`config.mk`:
```
export PLATFORM = sky130hd
export DESIGN_NAME = cursor_char_list
export DESIGN_NICKNAME = d
export VERILOG_FILES = /design/src/rtl/core/ccl_pkg.sv /design/src/rtl/core/cursor_char_list.sv /design/src/rtl/core/ccl_store.sv /design/src/rtl/core/ccl_ctrl.sv
export SDC_FILE = /design/constraint.sdc
export NUM_CORES = 1
export LEC_CHECK = 0
export BUFFER_PORTS_ARGS = -buffer_cell sky130_fd_sc_hd__buf_2
export CORE_ASPECT_RATIO = 1.1
export CORE_MARGIN = 10
export CORE_UTILIZATION = 51
export DETAILED_ROUTE_END_ITERATION = 7
export GPL_TIMING_DRIVEN = 1
export PLACE_DENSITY = 0.67
export SETUP_SLACK_MARGIN = 0.4
export SLEW_MARGIN = 10
export SYNTH_ARGS = -nofsm -noshare
export SYNTH_HDL_FRONTEND = slang
export SYNTH_SLANG_ARGS = --single-unit
```
`constraint.sdc`:
```
create_clock -name clk -period 11.04 [get_ports clk]
set_clock_uncertainty 0.15 [all_clocks]
set_input_delay 1.104 -clock clk [delete_from_list [all_inputs] [get_ports clk]]
set_output_delay 1.104 -clock clk [all_outputs]
set_load 0.005 [all_outputs]
```
`src/rtl/core/ccl_pkg.sv`:
```
// shared widths, codes and defaults for the cursor character list
package ccl_pkg;

  localparam int LEN_W = 7;
  localparam int CHAR_W = 8;
  localparam int OP_W = 3;
  localparam int ST_W = 2;

  localparam int CAPACITY_DEFAULT = 64;
  localparam logic [LEN_W-1:0] MAX_SIZE_RESET = 7'd64;

  typedef enum logic [OP_W-1:0] {
    OP_INSERT  = 3'd0,
    OP_REMOVE  = 3'd1,
    OP_REPLACE = 3'd2,
    OP_FORWARD = 3'd3,
    OP_BACK    = 3'd4,
    OP_START   = 3'd5,
    OP_END     = 3'd6,
    OP_CLEAR   = 3'd7
  } op_t;

  typedef enum logic [ST_W-1:0] {
    ST_OK       = 2'd0,
    ST_FULL     = 2'd1,
    ST_REFUSED  = 2'd2,
    ST_BOUNDARY = 2'd3
  } status_t;

endpackage

```
`src/rtl/core/cursor_char_list.sv`:
```
// top level of the cursor character list: limit register, sequencer and store
//
// channel   direction  signals                                         handshake
// in        input      operation, new_char                             in_valid / in_ready
// out       output     status, list_length, cursor_pos,                out_valid / out_ready
//                      char_before_cursor, is_empty, is_full
// config    input      cfg_wdata (max_size)                            cfg_we, no wait
//
// an item runs the shift loop, a read and a write per character moved, then fetch and
// load: insert moves length - cursor characters, remove moves length - cursor; insert
// and replace add a store write step.
// reset empties the list, puts the cursor at 0, selects append mode and sets max_size 64.
// a new transaction is taken as soon as the sequencer is idle; a held result only
// stalls the sequencer at its last step.
module cursor_char_list #(
  parameter int CAPACITY = ccl_pkg::CAPACITY_DEFAULT
) (
  input  logic                       clk,
  input  logic                       rst,
  input  logic                       cfg_we,
  input  logic [ccl_pkg::LEN_W-1:0]  cfg_wdata,
  input  logic                       in_valid,
  output logic                       in_ready,
  input  logic [ccl_pkg::OP_W-1:0]   operation,
  input  logic [ccl_pkg::CHAR_W-1:0] new_char,
  output logic                       out_valid,
  input  logic                       out_ready,
  output logic [ccl_pkg::ST_W-1:0]   status,
  output logic [ccl_pkg::LEN_W-1:0]  list_length,
  output logic [ccl_pkg::LEN_W-1:0]  cursor_pos,
  output logic [ccl_pkg::CHAR_W-1:0] char_before_cursor,
  output logic                       is_empty,
  output logic                       is_full
);

  localparam int ADDR_W = $clog2(CAPACITY);

  logic [ccl_pkg::LEN_W-1:0] max_size;
  logic mem_we;
  logic [ADDR_W-1:0] mem_waddr;
  logic [ccl_pkg::CHAR_W-1:0] mem_wdata;
  logic mem_re;
  logic [ADDR_W-1:0] mem_raddr;
  logic [ccl_pkg::CHAR_W-1:0] mem_rdata;

  always_ff @(posedge clk) begin
    if (rst) begin
      max_size <= ccl_pkg::MAX_SIZE_RESET;
    end else if (cfg_we) begin
      max_size <= cfg_wdata;
    end
  end

  ccl_ctrl #(
    .CAPACITY(CAPACITY),
    .ADDR_W(ADDR_W)
  ) u_ctrl (
    .clk(clk),
    .rst(rst),
    .max_size(max_size),
    .in_valid(in_valid),
    .in_ready(in_ready),
    .operation(operation),
    .new_char(new_char),
    .out_valid(out_valid),
    .out_ready(out_ready),
    .status(status),
    .list_length(list_length),
    .cursor_pos(cursor_pos),
    .char_before_cursor(char_before_cursor),
    .is_empty(is_empty),
    .is_full(is_full),
    .mem_we(mem_we),
    .mem_waddr(mem_waddr),
    .mem_wdata(mem_wdata),
    .mem_re(mem_re),
    .mem_raddr(mem_raddr),
    .mem_rdata(mem_rdata)
  );

  ccl_store #(
    .DEPTH(CAPACITY),
    .ADDR_W(ADDR_W)
  ) u_store (
    .clk(clk),
    .we(mem_we),
    .waddr(mem_waddr),
    .wdata(mem_wdata),
    .re(mem_re),
    .raddr(mem_raddr),
    .rdata(mem_rdata)
  );

endmodule

```
`src/rtl/core/ccl_store.sv`:
```
// character store, one write port and one registered read port
module ccl_store #(
  parameter int DEPTH = ccl_pkg::CAPACITY_DEFAULT,
  parameter int ADDR_W = $clog2(DEPTH)
) (
  input  logic                      clk,
  input  logic                      we,
  input  logic [ADDR_W-1:0]         waddr,
  input  logic [ccl_pkg::CHAR_W-1:0] wdata,
  input  logic                      re,
  input  logic [ADDR_W-1:0]         raddr,
  output logic [ccl_pkg::CHAR_W-1:0] rdata
);

  logic [ccl_pkg::CHAR_W-1:0] mem [DEPTH];

  always_ff @(posedge clk) begin
    if (we) begin
      mem[waddr] <= wdata;
    end
  end

  always_ff @(posedge clk) begin
    if (re) begin
      rdata <= mem[raddr];
    end
  end

endmodule

```
`src/rtl/core/ccl_ctrl.sv`:
```
// sequencer: list state, shift loop over the store, result register
module ccl_ctrl #(
  parameter int CAPACITY = ccl_pkg::CAPACITY_DEFAULT,
  parameter int ADDR_W = $clog2(CAPACITY)
) (
  input  logic                       clk,
  input  logic                       rst,
  input  logic [ccl_pkg::LEN_W-1:0]  max_size,
  input  logic                       in_valid,
  output logic                       in_ready,
  input  logic [ccl_pkg::OP_W-1:0]   operation,
  input  logic [ccl_pkg::CHAR_W-1:0] new_char,
  output logic                       out_valid,
  input  logic                       out_ready,
  output logic [ccl_pkg::ST_W-1:0]   status,
  output logic [ccl_pkg::LEN_W-1:0]  list_length,
  output logic [ccl_pkg::LEN_W-1:0]  cursor_pos,
  output logic [ccl_pkg::CHAR_W-1:0] char_before_cursor,
  output logic                       is_empty,
  output logic                       is_full,
  output logic                       mem_we,
  output logic [ADDR_W-1:0]          mem_waddr,
  output logic [ccl_pkg::CHAR_W-1:0] mem_wdata,
  output logic                       mem_re,
  output logic [ADDR_W-1:0]          mem_raddr,
  input  logic [ccl_pkg::CHAR_W-1:0] mem_rdata
);

  localparam int LEN_W = ccl_pkg::LEN_W;
  localparam int CAP_CLIP = (CAPACITY < 127) ? CAPACITY : 127;
  localparam logic [LEN_W-1:0] CAP_LIM = LEN_W'(CAP_CLIP);
  localparam logic [LEN_W-1:0] ONE = LEN_W'(1);

  typedef enum logic [6:0] {
    S_IDLE  = 7'b0000001,
    S_SHR   = 7'b0000010,
    S_SHW   = 7'b0000100,
    S_PUT   = 7'b0001000,
    S_FETCH = 7'b0010000,
    S_LOAD  = 7'b0100000,
    S_SPARE = 7'b1000000
  } state_t;

  state_t state, state_next;
  logic [LEN_W-1:0] length, length_next;
  logic [LEN_W-1:0] cursor, cursor_next;
  logic mode, mode_next;
  logic [LEN_W-1:0] ptr, ptr_next;
  logic [LEN_W-1:0] stop, stop_next;
  logic dir_right, dir_right_next;
  logic [LEN_W-1:0] put_addr, put_addr_next;
  logic [ccl_pkg::CHAR_W-1:0] put_data, put_data_next;
  ccl_pkg::status_t stat, stat_next;
  logic out_valid_next;
  logic load_out;

  logic [LEN_W-1:0] lim;
  logic [LEN_W-1:0] cur_m1;
  logic [LEN_W-1:0] ptr_step;
  ccl_pkg::op_t op;

  assign lim = (max_size < CAP_LIM) ? max_size : CAP_LIM;
  assign cur_m1 = cursor - ONE;
  assign ptr_step = dir_right ? (ptr - ONE) : (ptr + ONE);
  assign op = ccl_pkg::op_t'(operation);
  assign in_ready = (state == S_IDLE);

  always_comb begin
    state_next = state;
    length_next = length;
    cursor_next = cursor;
    mode_next = mode;
    ptr_next = ptr;
    stop_next = stop;
    dir_right_next = dir_right;
    put_addr_next = put_addr;
    put_data_next = put_data;
    stat_next = stat;
    out_valid_next = out_valid && !out_ready;
    load_out = 1'b0;
    mem_we = 1'b0;
    mem_waddr = ADDR_W'(put_addr);
    mem_wdata = put_data;
    mem_re = 1'b0;
    mem_raddr = ADDR_W'(cur_m1);

    case (state)
      S_IDLE: begin
        if (in_valid) begin
          stat_next = ccl_pkg::ST_OK;
          put_data_next = new_char;
          state_next = S_FETCH;
          case (op)
            ccl_pkg::OP_INSERT: begin
              if (length >= lim) begin
                stat_next = ccl_pkg::ST_FULL;
              end else if (!mode && cursor != length) begin
                stat_next = ccl_pkg::ST_REFUSED;
              end else begin
                ptr_next = length;
                stop_next = cursor;
                dir_right_next = 1'b1;
                put_addr_next = cursor;
                length_next = length + ONE;
                cursor_next = cursor + ONE;
                state_next = (length != cursor) ? S_SHR : S_PUT;
              end
            end
            ccl_pkg::OP_REMOVE: begin
              if (cursor == '0) begin
                stat_next = ccl_pkg::ST_BOUNDARY;
              end else begin
                ptr_next = cursor;
                stop_next = length;
                dir_right_next = 1'b0;
                length_next = length - ONE;
                cursor_next = cur_m1;
                state_next = (cursor != length) ? S_SHR : S_FETCH;
              end
            end
            ccl_pkg::OP_REPLACE: begin
              if (cursor == '0) begin
                stat_next = ccl_pkg::ST_BOUNDARY;
              end else begin
                put_addr_next = cur_m1;
                state_next = S_PUT;
              end
            end
            ccl_pkg::OP_FORWARD: begin
              if (cursor >= length) begin
                stat_next = ccl_pkg::ST_BOUNDARY;
              end else begin
                cursor_next = cursor + ONE;
              end
            end
            ccl_pkg::OP_BACK: begin
              if (cursor == '0) begin
                stat_next = ccl_pkg::ST_BOUNDARY;
              end else begin
                cursor_next = cur_m1;
              end
            end
            ccl_pkg::OP_START: begin
              mode_next = 1'b1;
              cursor_next = '0;
            end
            ccl_pkg::OP_END: begin
              mode_next = 1'b0;
              cursor_next = length;
            end
            default: begin
              length_next = '0;
              cursor_next = '0;
            end
          endcase
        end
      end
      S_SHR: begin
        mem_re = 1'b1;
        mem_raddr = dir_right ? ADDR_W'(ptr - ONE) : ADDR_W'(ptr);
        state_next = S_SHW;
      end
      S_SHW: begin
        mem_we = 1'b1;
        mem_waddr = dir_right ? ADDR_W'(ptr) : ADDR_W'(ptr - ONE);
        mem_wdata = mem_rdata;
        ptr_next = ptr_step;
        if (ptr_step != stop) begin
          state_next = S_SHR;
        end else begin
          state_next = dir_right ? S_PUT : S_FETCH;
        end
      end
      S_PUT: begin
        mem_we = 1'b1;
        state_next = S_FETCH;
      end
      S_FETCH: begin
        mem_re = 1'b1;
        state_next = S_LOAD;
      end
      S_LOAD: begin
        if (!out_valid || out_ready) begin
          load_out = 1'b1;
          out_valid_next = 1'b1;
          state_next = S_IDLE;
        end
      end
      default: begin
        state_next = S_IDLE;
      end
    endcase
  end

  always_ff @(posedge clk) begin
    if (rst) begin
      state <= S_IDLE;
      length <= '0;
      cursor <= '0;
      mode <= 1'b0;
      out_valid <= 1'b0;
    end else begin
      state <= state_next;
      length <= length_next;
      cursor <= cursor_next;
      mode <= mode_next;
      out_valid <= out_valid_next;
    end
  end

  always_ff @(posedge clk) begin
    ptr <= ptr_next;
    stop <= stop_next;
    dir_right <= dir_right_next;
    put_addr <= put_addr_next;
    put_data <= put_data_next;
    stat <= stat_next;
    if (load_out) begin
      status <= stat;
      list_length <= length;
      cursor_pos <= cursor;
      char_before_cursor <= (cursor == '0) ? '0 : mem_rdata;
      is_empty <= (length == '0);
      is_full <= (length >= lim);
    end
  end

endmodule
```
Word level (Yosys, flattened, before mapping)
Memory sizes are Yosys's and may differ from the RTL's. A register that Yosys moved wholly into a read port is not among the register bits. Index checks and enable logic that the tools add are counted.

Add/sub/neg operators: 6. Multiply operators: 0. Divide/modulo/power cells: 0. Magnitude comparators: 3. Equal/unequal tests: 27. Shifts and indexed selects: 0. Mux-type cells: 57. Bitwise operators: 2. Reduce and logical (&&, ||, !) cells: 26.

Operators with widths (count): 2-to-1 mux 7 bit (22); case mux 7 bit (2 select lines) (3); case mux 7 bit (3 select lines) (2); case mux 7 bit (6 select lines) (1); case mux 7 bit (5 select lines) (1); 2-to-1 mux 6 bit (4); AND reduction 6 bit (4); adder 7 x 1 -> 7 bit, second input constant (3); != test 7 bit (3); subtractor 7 x 1 -> 7 bit, second input constant (3); 2-to-1 mux 5 bit (3); greater-or-equal comparator 7 bit (2); zero test 7 bit (2); != test 2 bit, second input constant (7); case mux 6 bit (2 select lines) (1); 2-to-1 mux 1 bit (11); equality test 3 bit, second input constant (3); != test 3 bit, second input constant (3); 2-to-1 mux 2 bit (4); 2-to-1 mux 8 bit (1); nonzero test 2 bit (4); equality test 7 x 1 -> 1 bit, second input constant (1); equality test 7 x 2 -> 1 bit, second input constant (1); equality test 7 x 3 -> 1 bit, second input constant (1); other kinds (22) (31).

Flip-flop bits (word level): 87. Latch bits: 0. RAM bits: 512. Memory bits (read-only): 0. Bits of input ports: 23. Output and inout bits: 28. Logic and storage cells: 140. Memories kept: 1.

Memory list: u_store.mem (depth 64, width 8, rd ports 1, clocked after memory_dff 1, wr ports 1, RTL line ccl_store.sv:15) `logic [ccl_pkg::CHAR_W-1:0] mem [DEPTH];`.

Longest topological paths before layout
Depth in word-level cells: 7. Gate-level depth with buffers: 15. Depth with buffers taken out: 12.

Modules after synthesis
A second synthesis with hierarchy kept.

Cell total of the unflattened synthesis: 1511. Area total of the unflattened synthesis: 25604.6 µm².

Modules (own cells, without submodules): ccl_store (instances 1, cells an instance 972, area an instance 20270.7 µm², seq. area each 15615.0 µm²); ccl_ctrl (instances 1, cells an instance 517, area an instance 5082.4 µm², seq. area each 2152.1 µm²); cursor_char_list (instances 1, cells an instance 22, area an instance 251.5 µm², seq. area each 140.1 µm²).

Least setup slack after synthesis
OpenSTA, ideal clock, no wires.

Path kind: in2reg. Start: in operation[1] in the netlist's numbering. End: reg u_ctrl.length[6]. Setup time: 0.130 ns. Arrival time: 3.855 ns. Required time: 10.760 ns. Slack: 6.905 ns. Stages on the path: 15. Buffers on the path: 3. Path through: clkbuf_1 nor2_1 nand2_1 inv_1 clkbuf_1 clkbuf_1 ha_1 a21o_1 a21oi_1 o21bai_1 a21oi_1 xnor2_1 nor2_1 o31ai_1 a21oi_1.

Word-level cells in the longest chain between the ends: 4. Elaborated cells between the ends (all ways): 14. Classes of those cells: eq/ne: 9; mux: 1; bitwise: 1; reduce/logical: 3.

Ends and longest elaborated chain: from (decl) (RTL line cursor_char_list.sv:24) `input logic [ccl_pkg::OP_W-1:0] operation,`; equality test 3 bit or equality test 3 x 2 -> 1 bit (tied branches) (RTL line ccl_ctrl.sv:93) `case (op)`; OR reduction 5 bit (no source line); NOT 1 bit (no source line); AND reduction 6 bit (no source line); to (signal assigned) (RTL line ccl_ctrl.sv:204) `length <= length_next;`; to (decl) (RTL line ccl_ctrl.sv:45) `logic [LEN_W-1:0] length, length_next;`.

Parallel ways exist; a longest one is shown, timed or not. A chain may end at the register's enable or synchronous reset.

Final worst setup path
Start: reg u_ctrl.cursor[0]. End: reg u_store.rdata[7] in the netlist's numbering, read port of u_store.mem, data pin.

Word-level cells in the longest chain between the ends: 2.

Ends and longest elaborated chain: from (decl) (RTL line ccl_ctrl.sv:46) `logic [LEN_W-1:0] cursor, cursor_next;`; from (signal assigned) (RTL line ccl_ctrl.sv:205) `cursor <= cursor_next;`; subtractor 7 x 1 -> 7 bit (RTL line ccl_ctrl.sv:63) `assign cur_m1 = cursor - ONE;`; 2-to-1 mux 6 bit (RTL line ccl_ctrl.sv:87) `case (state)`; to (decl) (RTL line ccl_store.sv:12) `output logic [ccl_pkg::CHAR_W-1:0] rdata`.

Every way passes these cells.

==> metrics <==
largest net degree at the start of global routing=127; DR vias=15960; synthesized area per cell=13.78 µm²; Multi-input gate area=7463 µm²; Max clock buf depth=3; max frequency=185.7 MHz; die area=60420 µm²; Post-CTS Hold Fix Bufs=0; drt total wl=64050 µm; CP Data Required Time=11.27 ns; DR WL/cell=24.39 µm; Tcrit/Tclk final=0.4878; worst skew pair latency=0.64 ns; clk sink count=606; Max-slew headroom=0.1452; CTS root buffer=clkbuf_16; dpl cell area=26740 µm²; Inserted Diodes=0; DR vias/cell=6.078; total of max-cap violations=0; worst path arrival time=5.62 ns; cell area power density=234.5 nW/µm²; unrepaired setup endpoints after global routing=false; Mapped Area=26000 µm²; syn_nets=1936; Hold Crit Class=reg -> reg; Critical Path End Type=flip-flop; final routed DRC violation total=0; worst setup path category=reg -> reg; initial antenna violation count=0; area grow syn2layout=9.577%; ys flop type=edfxtp_1; sequential cell area=17910 µm²; Final #Nets=1969; global-route wire length before repair=97120 µm; Port Buf Inserts=50; Cells on Worst Hold Path=0; maximum VDD drop=0.0002094 V; worst r2r path cells=10; Final TNS setup=0 ns; H-tree levels=2; CP startpoint kind=flip-flop; Synth Register Bits=606; sequential cell area fraction in the yosys report=0.6888; CTS tree=yes; row count=86; WHS=0.2640 ns; Design Area, Final=28490 µm²; number of synthesized flops with an enable pin=577; status=completed; CTS buffer count=58; postcts setup bufs=0; Clock Pin Slew Worst Setup and Hold Paths=0.06 ns; Filler Cells Inserted=3968; Synth async-reset ratio=0; CP Max Fanout=126; post-synth cell types=74; Worst-Margin Slew=1.282 ns; Syn. warnings=0; Syn Inst Count=1887; Placer Congestion=0.8970; detailed placement HPWL=40210 µm; LEAKAGE=0.01027 µW; min Tclk post-route=5.385 ns; ratio of cells with drive above 1 in the final layout=0.09105; I/O pin total=51; gr usage total=0.2066; total gr overflow=0; max-slew violations=0; Setup Viol. Count Final=0; drt pass-1 iters=5; die width=235.3 µm; initial drt markers=1893; Hold Violations, Final=0; CTS resizes=0; Routed Antenna Nets=0; Die Ht=256.8 µm; starting density of the core=0.5174; number of global-route vias before repair=15760; CORE AREA=50250 µm²
report_power, final:
part	total, µW	switching [µW]	internal, µW
Clock	1820	832	993
Combinational	2120	1450	669
Sequential	2740	44.7	2700
Total	6680	2320	4360
registers in the layout, summed over array words and instances (netlist names), 8 cells and up:
| register | flops |
|---|---|
| u_ctrl.char_before_cursor | 8 |
| u_ctrl.put_data | 8 |
| u_store.mem | 512 |
| u_store.rdata | 8 |
stage by stage:
step           std cells  utilization  total power [µW]  setup WS [ns]
2_1_floorplan       1887            -              4227          6.905
3_3_place_gp        2519       0.5321              4842          5.880
3_5_place_dp        2519       0.5321              4869          5.764
4_1_cts             2625       0.5664              6679          5.740
5_1_grt             2626       0.5669              6935          5.402
6_report            2626       0.5669              6681          5.655
synthesized netlist by cell type (3+ instances only):
| master | instances | area (µm²) |
|---|---|---|
| a2111oi_0 | 7 | 61.31 |
| a211oi_1 | 17 | 127.6 |
| a21o_1 | 13 | 97.59 |
| a21oi_1 | 75 | 375.4 |
| a22oi_1 | 45 | 337.8 |
| a311oi_1 | 13 | 113.9 |
| a31o_1 | 5 | 43.79 |
| a31o_2 | 3 | 26.28 |
| a31oi_1 | 20 | 125.1 |
| a32oi_1 | 26 | 227.7 |
| and2_1 | 11 | 68.82 |
| and3_1 | 3 | 18.77 |
| buf_1 | 7 | 26.28 |
| buf_2 | 28 | 140.1 |
| buf_4 | 12 | 90.09 |
| buf_6 | 11 | 123.9 |
| clkbuf_1 | 42 | 157.7 |
| dfxtp_1 | 29 | 580.6 |
| edfxtp_1 | 577 | 17330 |
| ha_1 | 25 | 312.8 |
| inv_1 | 25 | 93.84 |
| mux2_2 | 12 | 135.1 |
| mux2i_1 | 188 | 1882 |
| nand2_1 | 264 | 991.0 |
| nand2b_1 | 9 | 56.30 |
| nand3_1 | 77 | 385.4 |
| nand4_1 | 17 | 106.4 |
| nor2_1 | 143 | 536.8 |
| nor2b_1 | 4 | 25.02 |
| nor3_1 | 17 | 85.08 |
| nor3b_1 | 10 | 75.07 |
| nor4_1 | 4 | 25.02 |
| o211a_1 | 6 | 60.06 |
| o211ai_1 | 4 | 30.03 |
| o21a_1 | 6 | 45.04 |
| o21ai_0 | 34 | 170.2 |
| o21bai_1 | 3 | 22.52 |
| o221ai_1 | 5 | 43.79 |
| o22ai_1 | 4 | 25.02 |
| o31ai_1 | 5 | 37.54 |
| or3_1 | 5 | 31.28 |
| xnor2_1 | 21 | 183.9 |
| xor2_1 | 18 | 157.7 |
cell type report:
type | count | share of cell area
Clock buffer | 78 | 0.05358
Clock inverter | 28 | 0.006896
Sequential cell | 606 | 0.6286
Tap cell | 660 | 0.02899
Timing Repair Buffer | 76 | 0.01651
Multi-Input combinational cell | 1152 | 0.2620
Inverter | 26 | 0.003426
layer usage:
| metal | up-vias | routed length, µm | track usage |
|---|---|---|---|
| met5 | - | 0 | 0 |
| met4 | 0 | 2711 | 0.09407 |
| met3 | 150 | 4859 | 0.03647 |
| met2 | 685 | 30390 | 0.3344 |
| met1 | 7896 | 26090 | 0.2683 |
| li1 | 7231 | - | - |
layout by cell type (no fill, tap or decap), types with 12 or more instances in the layout:
master,netlist,layout
ha_1,25,25
inv_1,25,25
edfxtp_1,577,577
a211oi_1,17,17
buf_2,28,50
dfxtp_1,29,29
a21oi_1,75,74
clkinv_1,1,17
nor2_1,143,141
o21ai_0,34,31
mux2_2,12,12
a22oi_1,45,45
clkbuf_16,0,58
xnor2_1,21,21
xor2_1,18,18
a21o_1,13,12
a31oi_1,20,20
a311oi_1,13,13
mux2i_1,188,187
clkbuf_1,42,20
nand3_1,77,77
a32oi_1,26,26
nor3_1,17,16
nand2_1,264,264
buf_4,12,24
nand4_1,17,17
critical path: stages, from the launching register on:
cell and delay, ns:
dfxtp_1 0.58, inv_1 0.20, ha_1 0.40, a21oi_1 0.99
or2_4 0.64, buf_12 0.66, mux2i_1 0.26, mux2i_1 0.10
a22oi_1 0.40, nand4_1 0.30, a31o_2 0.31
final timing paths:
path,end,slack (ns),startpoint
max,u_store.rdata[7],5.65,u_ctrl.cursor[0]
min,u_ctrl.status[0],0.26,u_ctrl.stat[0]
max reg2reg,u_store.rdata[7],5.65,u_ctrl.cursor[0]
min reg2reg,u_ctrl.status[0],0.26,u_ctrl.stat[0]
cell families after synthesis:
kind of cell | Yosys count | share of synthesized area
DFF | 606 | 0.6888
and+or+nand+nor | 579 | 0.09775
AOI/OAI and AO/OA | 306 | 0.08162
muxes | 202 | 0.07931
buffers and inverters | 129 | 0.02657
xor gates and xnor gates | 39 | 0.01314
adders and majority gates | 26 | 0.01280
(Power assumes the default switching activity.)
